<file path="config.mk">
export PLATFORM = sky130hd
export DESIGN_NAME = rational_arithmetic_unit_top_flat
export DESIGN_NICKNAME = d
export VERILOG_FILES = /design/src/hw/rtl/rau_pkg.sv /design/src/hw/rtl/rau_req_if.sv /design/src/hw/rtl/rau_rsp_if.sv /design/src/hw/rtl/rational_arithmetic_unit_top.sv /design/src/hw/rtl/rau_queue.sv /design/src/hw/rtl/rau_front.sv /design/src/hw/rtl/rau_back.sv /design/src/flat_wrapper.sv
export VERILOG_INCLUDE_DIRS = /design/src /design/src/hw/rtl
export SDC_FILE = /design/constraint.sdc
export NUM_CORES = 2
export LEC_CHECK = 0
export BUFFER_PORTS_ARGS = -buffer_cell sky130_fd_sc_hd__buf_2
export CAP_MARGIN = 30
export CORE_UTILIZATION = 59
export CTS_CLUSTER_DIAMETER = 30
export DETAILED_ROUTE_END_ITERATION = 12
export PLACE_DENSITY = 0.79
export SKIP_CTS_REPAIR_TIMING = 1
export SYNTH_ARGS = -nofsm -noshare
export SYNTH_HDL_FRONTEND = slang
export SYNTH_SLANG_ARGS = --single-unit
</file>
<file path="constraint.sdc">
create_clock -name clock -period 8.9 [get_ports clock]
set_input_delay 1.335 -clock clock [delete_from_list [all_inputs] [get_ports clock]]
set_output_delay 1.335 -clock clock [all_outputs]
set_load 0.02 [all_outputs]
</file>
<file path="src/hw/rtl/assert_macros.svh">
// Assertion macros shared by the rational arithmetic unit RTL.
`ifndef ASSERT_MACROS_SVH
`define ASSERT_MACROS_SVH

// Whenever cond holds, expr must hold in the same cycle.
`define ASSERT_IMPLIES(label, clk, rst, cond, expr, msg) \
   label: assert property (@(posedge clk) disable iff (rst) (cond) |-> (expr)) \
      else $error(msg);

// Whenever cond holds, expr must hold in the next cycle.
`define ASSERT_NEXT(label, clk, rst, cond, expr, msg) \
   label: assert property (@(posedge clk) disable iff (rst) (cond) |=> (expr)) \
      else $error(msg);

`endif

</file>
<file path="src/hw/rtl/rau_pkg.sv">
// Shared types and codes of the rational arithmetic unit.
package rau_pkg;

   typedef enum logic [1:0] {
      OP_ADD = 2'd0,
      OP_SUB = 2'd1,
      OP_MUL = 2'd2,
      OP_DIV = 2'd3
   } op_type;

   typedef enum logic [1:0] {
      ST_OK   = 2'd0,
      ST_OVF  = 2'd1,
      ST_DIVZ = 2'd2
   } status_type;

   // Classified operation handed from the front part to the back part.
   typedef struct packed {
      status_type        status;
      logic signed [31:0] num;
      logic signed [31:0] den;
   } entry_type;

endpackage

</file>
<file path="src/hw/rtl/rau_req_if.sv">
// Request channel of the rational arithmetic unit.
interface rau_req_if;
   logic               valid;
   logic               ready;
   logic [1:0]         func;
   logic signed [31:0] a_num;
   logic [30:0]        a_den;
   logic signed [31:0] b_num;
   logic [30:0]        b_den;

   modport source (output valid, func, a_num, a_den, b_num, b_den, input ready);
   modport sink (input valid, func, a_num, a_den, b_num, b_den, output ready);
endinterface

</file>
<file path="src/hw/rtl/rau_rsp_if.sv">
// Response channel of the rational arithmetic unit.
interface rau_rsp_if;
   logic               valid;
   logic               ready;
   logic signed [31:0] res_num;
   logic [30:0]        res_den;
   logic [1:0]         status;

   modport source (output valid, res_num, res_den, status, input ready);
   modport sink (input valid, res_num, res_den, status, output ready);
endinterface

</file>
<file path="src/hw/rtl/rational_arithmetic_unit_top.sv">
// Rational arithmetic unit: add, subtract, multiply or divide two fractions with GCD reduction.
// Each request passes a front part that forms the three cross products on one shared
// multiplier and checks for overflow and division by zero, then waits in a two-entry
// queue for the back part. The back part reduces by a binary GCD (one shift or subtract per
// cycle) and then divides numerator and denominator by the GCD in two restoring dividers
// running side by side; error requests skip the GCD and the dividers. The back part takes
// one entry at a time, so it sets the sustained rate. A finished response waits in an output
// register while the front part already takes the next request. WIDTH sets the signed range
// that results must fit; the ports keep their full widths.
module rational_arithmetic_unit_top #(
   parameter int WIDTH = 32
) (
   input logic       clock,
   input logic       reset,
   rau_req_if.sink   req_chan,
   rau_rsp_if.source rsp_chan
);

   logic               push;
   logic               full;
   logic               pop;
   logic               empty;
   rau_pkg::entry_type push_entry;
   rau_pkg::entry_type pop_entry;

   rau_front #(.WIDTH(WIDTH)) u_front (
      .clock      (clock),
      .reset      (reset),
      .req_chan   (req_chan),
      .push       (push),
      .push_entry (push_entry),
      .full       (full)
   );

   rau_queue u_queue (
      .clock      (clock),
      .reset      (reset),
      .push       (push),
      .push_entry (push_entry),
      .full       (full),
      .pop        (pop),
      .pop_entry  (pop_entry),
      .empty      (empty)
   );

   rau_back #(.WIDTH(WIDTH)) u_back (
      .clock     (clock),
      .reset     (reset),
      .empty     (empty),
      .pop_entry (pop_entry),
      .pop       (pop),
      .rsp_chan  (rsp_chan)
   );

endmodule

</file>
<file path="src/hw/rtl/rau_queue.sv">
// Two-entry queue between the front and back parts.
`include "assert_macros.svh"

module rau_queue (
   input  logic               clock,
   input  logic               reset,
   input  logic               push,
   input  rau_pkg::entry_type push_entry,
   output logic               full,
   input  logic               pop,
   output rau_pkg::entry_type pop_entry,
   output logic               empty
);

   rau_pkg::entry_type mem_ff [2];
   logic               wr_ptr_ff;
   logic               rd_ptr_ff;
   logic [1:0]         count_ff;

   assign full      = (count_ff == 2'd2);
   assign empty     = (count_ff == 2'd0);
   assign pop_entry = mem_ff[rd_ptr_ff];

   always_ff @(posedge clock) begin
      if (push) begin
         mem_ff[wr_ptr_ff] <= push_entry;
      end
   end

   always_ff @(posedge clock) begin
      if (reset) begin
         wr_ptr_ff <= 1'b0;
         rd_ptr_ff <= 1'b0;
         count_ff  <= 2'd0;
      end else begin
         if (push) begin
            wr_ptr_ff <= ~wr_ptr_ff;
         end
         if (pop) begin
            rd_ptr_ff <= ~rd_ptr_ff;
         end
         if (push && !pop) begin
            count_ff <= count_ff + 2'd1;
         end else if (pop && !push) begin
            count_ff <= count_ff - 2'd1;
         end
      end
   end

   `ASSERT_IMPLIES(a_no_overrun, clock, reset, push, !full, "push into a full queue")
   `ASSERT_IMPLIES(a_no_underrun, clock, reset, pop, !empty, "pop from an empty queue")
   `ASSERT_NEXT(a_push_fills, clock, reset, push && !pop, !empty, "pushed entry was lost")

endmodule

</file>
<file path="src/hw/rtl/rau_front.sv">
// Front part: accepts requests, forms the cross products and classifies errors.
module rau_front #(
   parameter int WIDTH = 32
) (
   input  logic               clock,
   input  logic               reset,
   rau_req_if.sink            req_chan,
   output logic               push,
   output rau_pkg::entry_type push_entry,
   input  logic               full
);

   localparam logic signed [63:0] LIM_MAX = (64'sd1 <<< (WIDTH - 1)) - 64'sd1;
   localparam logic signed [63:0] LIM_MIN = -LIM_MAX - 64'sd1;

   typedef enum logic [2:0] {F_IDLE, F_MUL0, F_MUL1, F_MUL2, F_CHK} fstate_type;

   fstate_type         state_ff;
   rau_pkg::op_type    op_ff;
   logic signed [31:0] an_ff;
   logic signed [31:0] bn_ff;
   logic [30:0]        ad_ff;
   logic [30:0]        bd_ff;
   logic signed [63:0] p0_ff;
   logic signed [63:0] p1_ff;
   logic signed [63:0] p2_ff;

   logic signed [32:0] mul_x;
   logic signed [32:0] mul_y;
   logic signed [65:0] mul_p;
   logic signed [63:0] n_sum;
   rau_pkg::status_type chk_status;

   assign req_chan.ready = (state_ff == F_IDLE);

   // One shared multiplier, one product per cycle.
   always_comb begin
      case (state_ff)
         F_MUL0: begin
            mul_x = {an_ff[31], an_ff};
            mul_y = (op_ff == rau_pkg::OP_MUL) ? {bn_ff[31], bn_ff} : {2'b00, bd_ff};
         end
         F_MUL1: begin
            mul_x = {bn_ff[31], bn_ff};
            mul_y = {2'b00, ad_ff};
         end
         default: begin
            mul_x = {2'b00, ad_ff};
            mul_y = (op_ff == rau_pkg::OP_DIV) ? {bn_ff[31], bn_ff} : {2'b00, bd_ff};
         end
      endcase
      mul_p = mul_x * mul_y;
   end

   always_comb begin
      case (op_ff)
         rau_pkg::OP_ADD: n_sum = p0_ff + p1_ff;
         rau_pkg::OP_SUB: n_sum = p0_ff - p1_ff;
         default:         n_sum = p0_ff;
      endcase
      if (op_ff == rau_pkg::OP_DIV && bn_ff == 32'sd0) begin
         chk_status = rau_pkg::ST_DIVZ;
      end else if (n_sum > LIM_MAX || n_sum < LIM_MIN || p2_ff > LIM_MAX || p2_ff < LIM_MIN) begin
         chk_status = rau_pkg::ST_OVF;
      end else if (p2_ff == 64'sd0) begin
         chk_status = rau_pkg::ST_DIVZ;
      end else begin
         chk_status = rau_pkg::ST_OK;
      end
      push_entry.status = chk_status;
      push_entry.num    = n_sum[31:0];
      push_entry.den    = p2_ff[31:0];
   end

   assign push = (state_ff == F_CHK) && !full;

   always_ff @(posedge clock) begin
      if (reset) begin
         state_ff <= F_IDLE;
      end else begin
         unique case (state_ff)
            F_IDLE: begin
               if (req_chan.valid) begin
                  op_ff    <= rau_pkg::op_type'(req_chan.func);
                  an_ff    <= req_chan.a_num;
                  ad_ff    <= req_chan.a_den;
                  bn_ff    <= req_chan.b_num;
                  bd_ff    <= req_chan.b_den;
                  state_ff <= F_MUL0;
               end
            end
            F_MUL0: begin
               p0_ff    <= mul_p[63:0];
               state_ff <= F_MUL1;
            end
            F_MUL1: begin
               p1_ff    <= mul_p[63:0];
               state_ff <= F_MUL2;
            end
            F_MUL2: begin
               p2_ff    <= mul_p[63:0];
               state_ff <= F_CHK;
            end
            F_CHK: begin
               if (!full) begin
                  state_ff <= F_IDLE;
               end
            end
            default: state_ff <= F_IDLE;
         endcase
      end
   end

endmodule

</file>
<file path="src/hw/rtl/rau_back.sv">
// Back part: binary GCD, two restoring dividers and the response register.
`include "assert_macros.svh"

module rau_back #(
   parameter int WIDTH = 32
) (
   input  logic               clock,
   input  logic               reset,
   input  logic               empty,
   input  rau_pkg::entry_type pop_entry,
   output logic               pop,
   rau_rsp_if.source          rsp_chan
);

   localparam logic [32:0] MAG_LIM = 33'd1 << (WIDTH - 1);

   typedef enum logic [1:0] {B_IDLE, B_GCD, B_DIV, B_DONE} bstate_type;

   bstate_type          state_ff;
   rau_pkg::status_type status_ff;
   logic                neg_ff;
   logic [31:0]         nq_ff;
   logic [31:0]         dq_ff;
   logic [31:0]         u_ff;
   logic [31:0]         v_ff;
   logic [4:0]          k_ff;
   logic [31:0]         g_ff;
   logic [31:0]         rn_ff;
   logic [31:0]         rd_ff;
   logic [4:0]          cnt_ff;
   logic                rsp_valid_ff;
   logic signed [31:0]  res_num_ff;
   logic [30:0]         res_den_ff;
   rau_pkg::status_type status_out_ff;

   logic [32:0] tn;
   logic [32:0] td;
   logic        bn_q;
   logic        bd_q;
   logic [31:0] in_nmag;
   logic [31:0] in_dmag;
   logic        fits;
   logic        out_free;

   assign pop      = (state_ff == B_IDLE) && !empty;
   assign out_free = !rsp_valid_ff || rsp_chan.ready;

   assign in_nmag = pop_entry.num[31] ? 32'(-pop_entry.num) : pop_entry.num;
   assign in_dmag = pop_entry.den[31] ? 32'(-pop_entry.den) : pop_entry.den;

   assign tn   = {rn_ff, nq_ff[31]};
   assign td   = {rd_ff, dq_ff[31]};
   assign bn_q = (tn >= {1'b0, g_ff});
   assign bd_q = (td >= {1'b0, g_ff});

   // A negative result may reach one step further than a positive one.
   assign fits = (neg_ff ? ({1'b0, nq_ff} <= MAG_LIM) : ({1'b0, nq_ff} < MAG_LIM))
                 && ({1'b0, dq_ff} < MAG_LIM);

   assign rsp_chan.valid   = rsp_valid_ff;
   assign rsp_chan.res_num = res_num_ff;
   assign rsp_chan.res_den = res_den_ff;
   assign rsp_chan.status  = status_out_ff;

   always_ff @(posedge clock) begin
      if (reset) begin
         state_ff     <= B_IDLE;
         rsp_valid_ff <= 1'b0;
      end else begin
         // In the done state the register is either refilled or still stalled.
         if (rsp_valid_ff && rsp_chan.ready && state_ff != B_DONE) begin
            rsp_valid_ff <= 1'b0;
         end
         unique case (state_ff)
            B_IDLE: begin
               if (!empty) begin
                  status_ff <= pop_entry.status;
                  neg_ff    <= pop_entry.num[31] ^ pop_entry.den[31];
                  u_ff      <= in_nmag;
                  v_ff      <= in_dmag;
                  nq_ff     <= in_nmag;
                  dq_ff     <= in_dmag;
                  k_ff      <= 5'd0;
                  state_ff  <= (pop_entry.status == rau_pkg::ST_OK) ? B_GCD : B_DONE;
               end
            end
            B_GCD: begin
               if (u_ff == 32'd0) begin
                  g_ff     <= v_ff << k_ff;
                  rn_ff    <= 32'd0;
                  rd_ff    <= 32'd0;
                  cnt_ff   <= 5'd0;
                  state_ff <= B_DIV;
               end else if (!u_ff[0] && !v_ff[0]) begin
                  u_ff <= u_ff >> 1;
                  v_ff <= v_ff >> 1;
                  k_ff <= k_ff + 5'd1;
               end else if (!u_ff[0]) begin
                  u_ff <= u_ff >> 1;
               end else if (!v_ff[0]) begin
                  v_ff <= v_ff >> 1;
               end else if (u_ff >= v_ff) begin
                  u_ff <= u_ff - v_ff;
               end else begin
                  v_ff <= v_ff - u_ff;
               end
            end
            B_DIV: begin
               rn_ff  <= bn_q ? 32'(tn - {1'b0, g_ff}) : tn[31:0];
               rd_ff  <= bd_q ? 32'(td - {1'b0, g_ff}) : td[31:0];
               nq_ff  <= {nq_ff[30:0], bn_q};
               dq_ff  <= {dq_ff[30:0], bd_q};
               cnt_ff <= cnt_ff + 5'd1;
               if (cnt_ff == 5'd31) begin
                  state_ff <= B_DONE;
               end
            end
            B_DONE: begin
               if (out_free) begin
                  rsp_valid_ff <= 1'b1;
                  if (status_ff == rau_pkg::ST_OK && fits) begin
                     res_num_ff    <= neg_ff ? -$signed(nq_ff) : $signed(nq_ff);
                     res_den_ff    <= dq_ff[30:0];
                     status_out_ff <= rau_pkg::ST_OK;
                  end else begin
                     res_num_ff    <= 32'sd0;
                     res_den_ff    <= 31'd0;
                     status_out_ff <= (status_ff == rau_pkg::ST_OK) ? rau_pkg::ST_OVF
                                                                   : status_ff;
                  end
                  state_ff <= B_IDLE;
               end
            end
            default: state_ff <= B_IDLE;
         endcase
      end
   end

   `ASSERT_IMPLIES(a_ok_den, clock, reset,
      rsp_valid_ff && status_out_ff == rau_pkg::ST_OK, res_den_ff != 31'd0,
      "good result with zero denominator")
   `ASSERT_IMPLIES(a_err_zero, clock, reset,
      rsp_valid_ff && status_out_ff != rau_pkg::ST_OK,
      res_num_ff == 32'sd0 && res_den_ff == 31'd0, "error result not zero")
   `ASSERT_NEXT(a_pop_busy, clock, reset, pop, state_ff != B_IDLE,
      "popped entry not taken up")
   `ASSERT_IMPLIES(a_gcd_den, clock, reset, state_ff == B_GCD, v_ff != 32'd0,
      "GCD reached a zero operand")

endmodule
</file>
<file path="src/flat_wrapper.sv">
// flat-port wrapper written by rule: the top's interface ports become plain ports
module rational_arithmetic_unit_top_flat 
#(
   parameter int WIDTH = 32
)
  (clock, reset, req_chan_valid, req_chan_func, req_chan_a_num, req_chan_a_den, req_chan_b_num, req_chan_b_den, req_chan_ready, rsp_chan_valid, rsp_chan_res_num, rsp_chan_res_den, rsp_chan_status, rsp_chan_ready);
  rau_req_if req_chan_i ();
  rau_rsp_if rsp_chan_i ();
  input logic clock;
  input logic reset;
  input wire logic [$bits(req_chan_i.valid)-1:0] req_chan_valid;
  input wire logic [$bits(req_chan_i.func)-1:0] req_chan_func;
  input wire logic [$bits(req_chan_i.a_num)-1:0] req_chan_a_num;
  input wire logic [$bits(req_chan_i.a_den)-1:0] req_chan_a_den;
  input wire logic [$bits(req_chan_i.b_num)-1:0] req_chan_b_num;
  input wire logic [$bits(req_chan_i.b_den)-1:0] req_chan_b_den;
  output wire logic [$bits(req_chan_i.ready)-1:0] req_chan_ready;
  output wire logic [$bits(rsp_chan_i.valid)-1:0] rsp_chan_valid;
  output wire logic [$bits(rsp_chan_i.res_num)-1:0] rsp_chan_res_num;
  output wire logic [$bits(rsp_chan_i.res_den)-1:0] rsp_chan_res_den;
  output wire logic [$bits(rsp_chan_i.status)-1:0] rsp_chan_status;
  input wire logic [$bits(rsp_chan_i.ready)-1:0] rsp_chan_ready;
  assign req_chan_i.valid = req_chan_valid;
  assign req_chan_i.func = req_chan_func;
  assign req_chan_i.a_num = req_chan_a_num;
  assign req_chan_i.a_den = req_chan_a_den;
  assign req_chan_i.b_num = req_chan_b_num;
  assign req_chan_i.b_den = req_chan_b_den;
  assign req_chan_ready = req_chan_i.ready;
  assign rsp_chan_valid = rsp_chan_i.valid;
  assign rsp_chan_res_num = rsp_chan_i.res_num;
  assign rsp_chan_res_den = rsp_chan_i.res_den;
  assign rsp_chan_status = rsp_chan_i.status;
  assign rsp_chan_i.ready = rsp_chan_ready;
  rational_arithmetic_unit_top #(.WIDTH(WIDTH)) u_core (.clock(clock), .reset(reset), .req_chan(req_chan_i), .rsp_chan(rsp_chan_i));
endmodule
</file>
==> impl_metrics.tcl <==
set metrics [dict create \
    outcome "complete, but fails checks" \
    violations "negative setup slack" \
    timing.critical_path.max_delay_family "adder cells" \
    starting_utilization_of_the_core_area_pct 59.6 \
    synth.ff_latch_count 765 \
    drtPass1Iterations 8 \
    critPathMaxFanout 6 \
    tritoncts "done" \
    post-synth-top-area-cell "sky130_fd_sc_hd__edfxtp_1" \
    cts_buffers 158 \
    clock_tree.buffer_depth 3 \
    synthesis.area_mm2 0.0822 \
    num-fill-cells 9931 \
    yosys_warnings 0 \
    gp_congestion 0.994 \
    post_synth_main_area_contributors "sky130_fd_sc_hd__edfxtp_1 (28%), sky130_fd_sc_hd__fa_1 (27%), sky130_fd_sc_hd__ha_1 (6.3%)" \
    critical_path_required_ns 9.38 \
    dpl_worst_slack_ns -0.622 \
    fin_skew_ns 0.0796 \
    drv.max_cap_violation_count 0 \
    worstPathArrival_ns 9.93 \
    critPathMaxStageDelay_ns 0.57 \
    critical_path_class "reg2reg" \
    timing.hold.worst.class "reg2reg" \
    first_pass_grt_wire_length_mm 390 \
    chipHeight_um 375 \
    cts-htree-levels 4 \
    post-place-cells 10700 \
    fp.dieArea_mm2 0.141 \
    synth_edf_count 754 \
    gr-usage-all-layers_pct 36.2 \
    fin_crit_ns 9.46 \
    insertion_delay_ns 0.80 \
    drt-initial-drc-count 6544 \
    synthFlopType "sky130_fd_sc_hd__edfxtp_1" \
    achievable-frequency_mhz 106 \
    post_synth_most_frequent_cells "sky130_fd_sc_hd__inv_1 (1284), sky130_fd_sc_hd__fa_1 (1110), sky130_fd_sc_hd__nor2_1 (925)" \
    root_buffer "sky130_fd_sc_hd__clkbuf_16" \
    ys_seq_area_share_pct 27.8 \
    wirelength_mm 258 \
    type_of_element_launching_the_critical_path "flip-flop" \
    layout-area-overhead-vs-synth_pct 18.8 \
    buffer_ports.inserted 198 \
    post-route-period-util_pct 106 \
    drtAntennaViolNets 0 \
    dominant_combinational_cell_family_by_area_after_synthesis "adder cells" \
    most_frequent_cell_on_the_critical_path "sky130_fd_sc_hd__fa_1" \
    end_kind "flip-flop" \
    synth.mux.area_fraction_pct 2.02 \
    synthMostInstantiatedCell "sky130_fd_sc_hd__inv_1" \
    drive_gt1_share_pct 16.5 \
    synth_simple_gate_area_share_pct 13.7 \
    report.final.hold_viol_count 0 \
    core.rowCount 136 \
    fp.coreArea_mm2 0.138 \
    setup_viol 42 \
    routed_via_density 6.03 \
    synth_compound_gate_area_share_pct 11.3 \
    clock_sinks 765 \
    path_buf_inv 10 \
    post-route-drc-count 0 \
    synth_area_in_adders_pct 33.4 \
    final_net_count 10800 \
    crit_path_top_delay_cell "sky130_fd_sc_hd__fa_1" \
    non_filler_instance_count_after_layout 11100 \
    postSynthCellCount 8489 \
    antenna_found_initial 4 \
    detailroute.via_count 66800 \
    timing.slew.headroom_pct 19.1 \
    detailed_place_hpwl_mm 205 \
    clock_pin_slew_reported_for_the_worst_setup_and_hold_paths_after_clock_tree_synthesis_ns 0.05 \
    number_of_global_route_vias_before_repair 69100 \
    utilization_pct 70.8 \
    library_cells_used_by_synthesis 95 \
    floorplan.die.width_um 375 \
    share_of_the_synthesized_netlist_area_taken_by_xor_and_xnor_gates_pct 4.00 \
    proportion_of_netlist_area_held_by_the_largest_area_contributor_pct 27.6 \
    synthesis.nets 10100 \
    ios 199 \
    gr-total-overflow 0 \
    tightestPinTransition_ns 1.20 \
    avgRoutedWirePerCell_um 23.3 \
    unrepaired_setup_endpoints_after_global_routing "yes" \
    post_synth.cell_area_avg_um2 9.68 \
    grt_max_degree 98 \
    final.setup.worst_slack_ns -0.557 \
    timing.final.max_slew_violations 0 \
    async_reset_ff_share_pct 0 \
]
-- per-stage QoR --
stage | area [µm²] | TNS [ns] | hold slack [ns]
CTS | 95700 | -30.46 | 0.452
global placement | 90000 | -15.43 | 0.464
finish | 97600 | -10.96 | 0.466
global route | 97600 | -25.04 | 0.469
detailed placement | 90100 | -24.18 | 0.469
floorplan | 82800 | 0 | 0.436
-- metal layers --
| layer | vias up | part of all wire [%] | global-route usage, % |
|---|---|---|---|
| met1 | 32800 | 37 | 43.8 |
| met3 | 906 | 9.2 | 7.87 |
| met2 | 3637 | 47 | 60.1 |
| met4 | 2 | 6.9 | 20.7 |
| met5 | - | 0.0050 | 0 |
| li1 | 29500 | - | - |
-- final cells by class --
cell class,instances,area [µm²],share of cell area (%)
well taps,1794,2240,2.30
diodes,3,7.51,0.00769
repair buffers,900,7490,7.68
inverters,1289,4840,4.96
multi-input cells,6028,54500,55.9
flip-flops and latches,765,22900,23.4
clock inverters,123,1580,1.62
clock buffers,169,4010,4.10
-- layout by cell type, fill, tap and decap left out, drive strengths merged, types with 24 or more instances in the layout --
cell	instances
inv	1309
fa	1110
nor2	926
nand2	899
buf	891
edfxtp	754
ha	417
a21oi	398
o21ai	385
xnor2	221
clkbuf	177
xor2	154
a21o	131
mux2i	130
nand2b	107
and3	99
nor3	83
nand3	67
nor4	66
clkinv	62
nand4	60
a221oi	54
nor2b	51
o21a	47
and2	46
a211oi	45
o21bai	40
o31ai	37
o22ai	35
a221o	34
a31oi	30
or3	25
clkinvlp	24
o211ai	24
-- sequential cells by signal, summed over array words and instances (netlist names), 32 cells and up, named ones only --
name / flops
u_core.u_queue.mem_ff: 132
u_core.u_front.p0_ff: 64
u_core.u_front.p1_ff: 64
u_core.u_front.p2_ff: 64
u_core.u_back.dq_ff: 32
u_core.u_back.g_ff: 32
u_core.u_back.nq_ff: 32
u_core.u_back.rd_ff: 32
u_core.u_back.rn_ff: 32
u_core.u_back.rsp_chan.res_num: 32
u_core.u_back.u_ff: 32
u_core.u_back.v_ff: 32
u_core.u_front.an_ff: 32
u_core.u_front.bn_ff: 32
-- kinds of logic (layout without fill, tap and decap cells) --
kind of cell             after synthesis  in the layout
adder cells (fa/ha/maj)             1527           1527
multiplexers                         154            154
AO/OA/AOI/OAI                       1451           1451
XOR/XNOR                             375            375
other                                  0              3
AND/OR/NAND/NOR                     2519           2521
buffers and inverters               1698           2481
flip-flops                           765            765
-- worst reg2reg max path, delay by kind of cell, from the launching register on --
family          cells  cell delay (ns)
compound gates     13             2.74
xor+xnor            1             0.12
fa+ha+maj           9             4.13
buf+inv            10             0.93
flops               1             0.37
simple gates        5             0.90
-- worst paths after layout --
kind / startpoint / to / depth (start not counted) / slack, ns
worst max-delay path: u_core.u_front.state_ff[1] / u_core.u_front.p2_ff[60] / 38 / -0.56
worst min-delay path: u_core.u_front.p2_ff[9] / u_core.u_queue.mem_ff[1][9] / 0 / 0.47
worst max register to register: u_core.u_front.state_ff[1] / u_core.u_front.p2_ff[60] / 38 / -0.56
worst min register to register: u_core.u_front.p2_ff[9] / u_core.u_queue.mem_ff[1][9] / 0 / 0.47
Power is not shown: default switching activity piles up to over one toggle a cycle in this logic, so the estimate is an artifact.
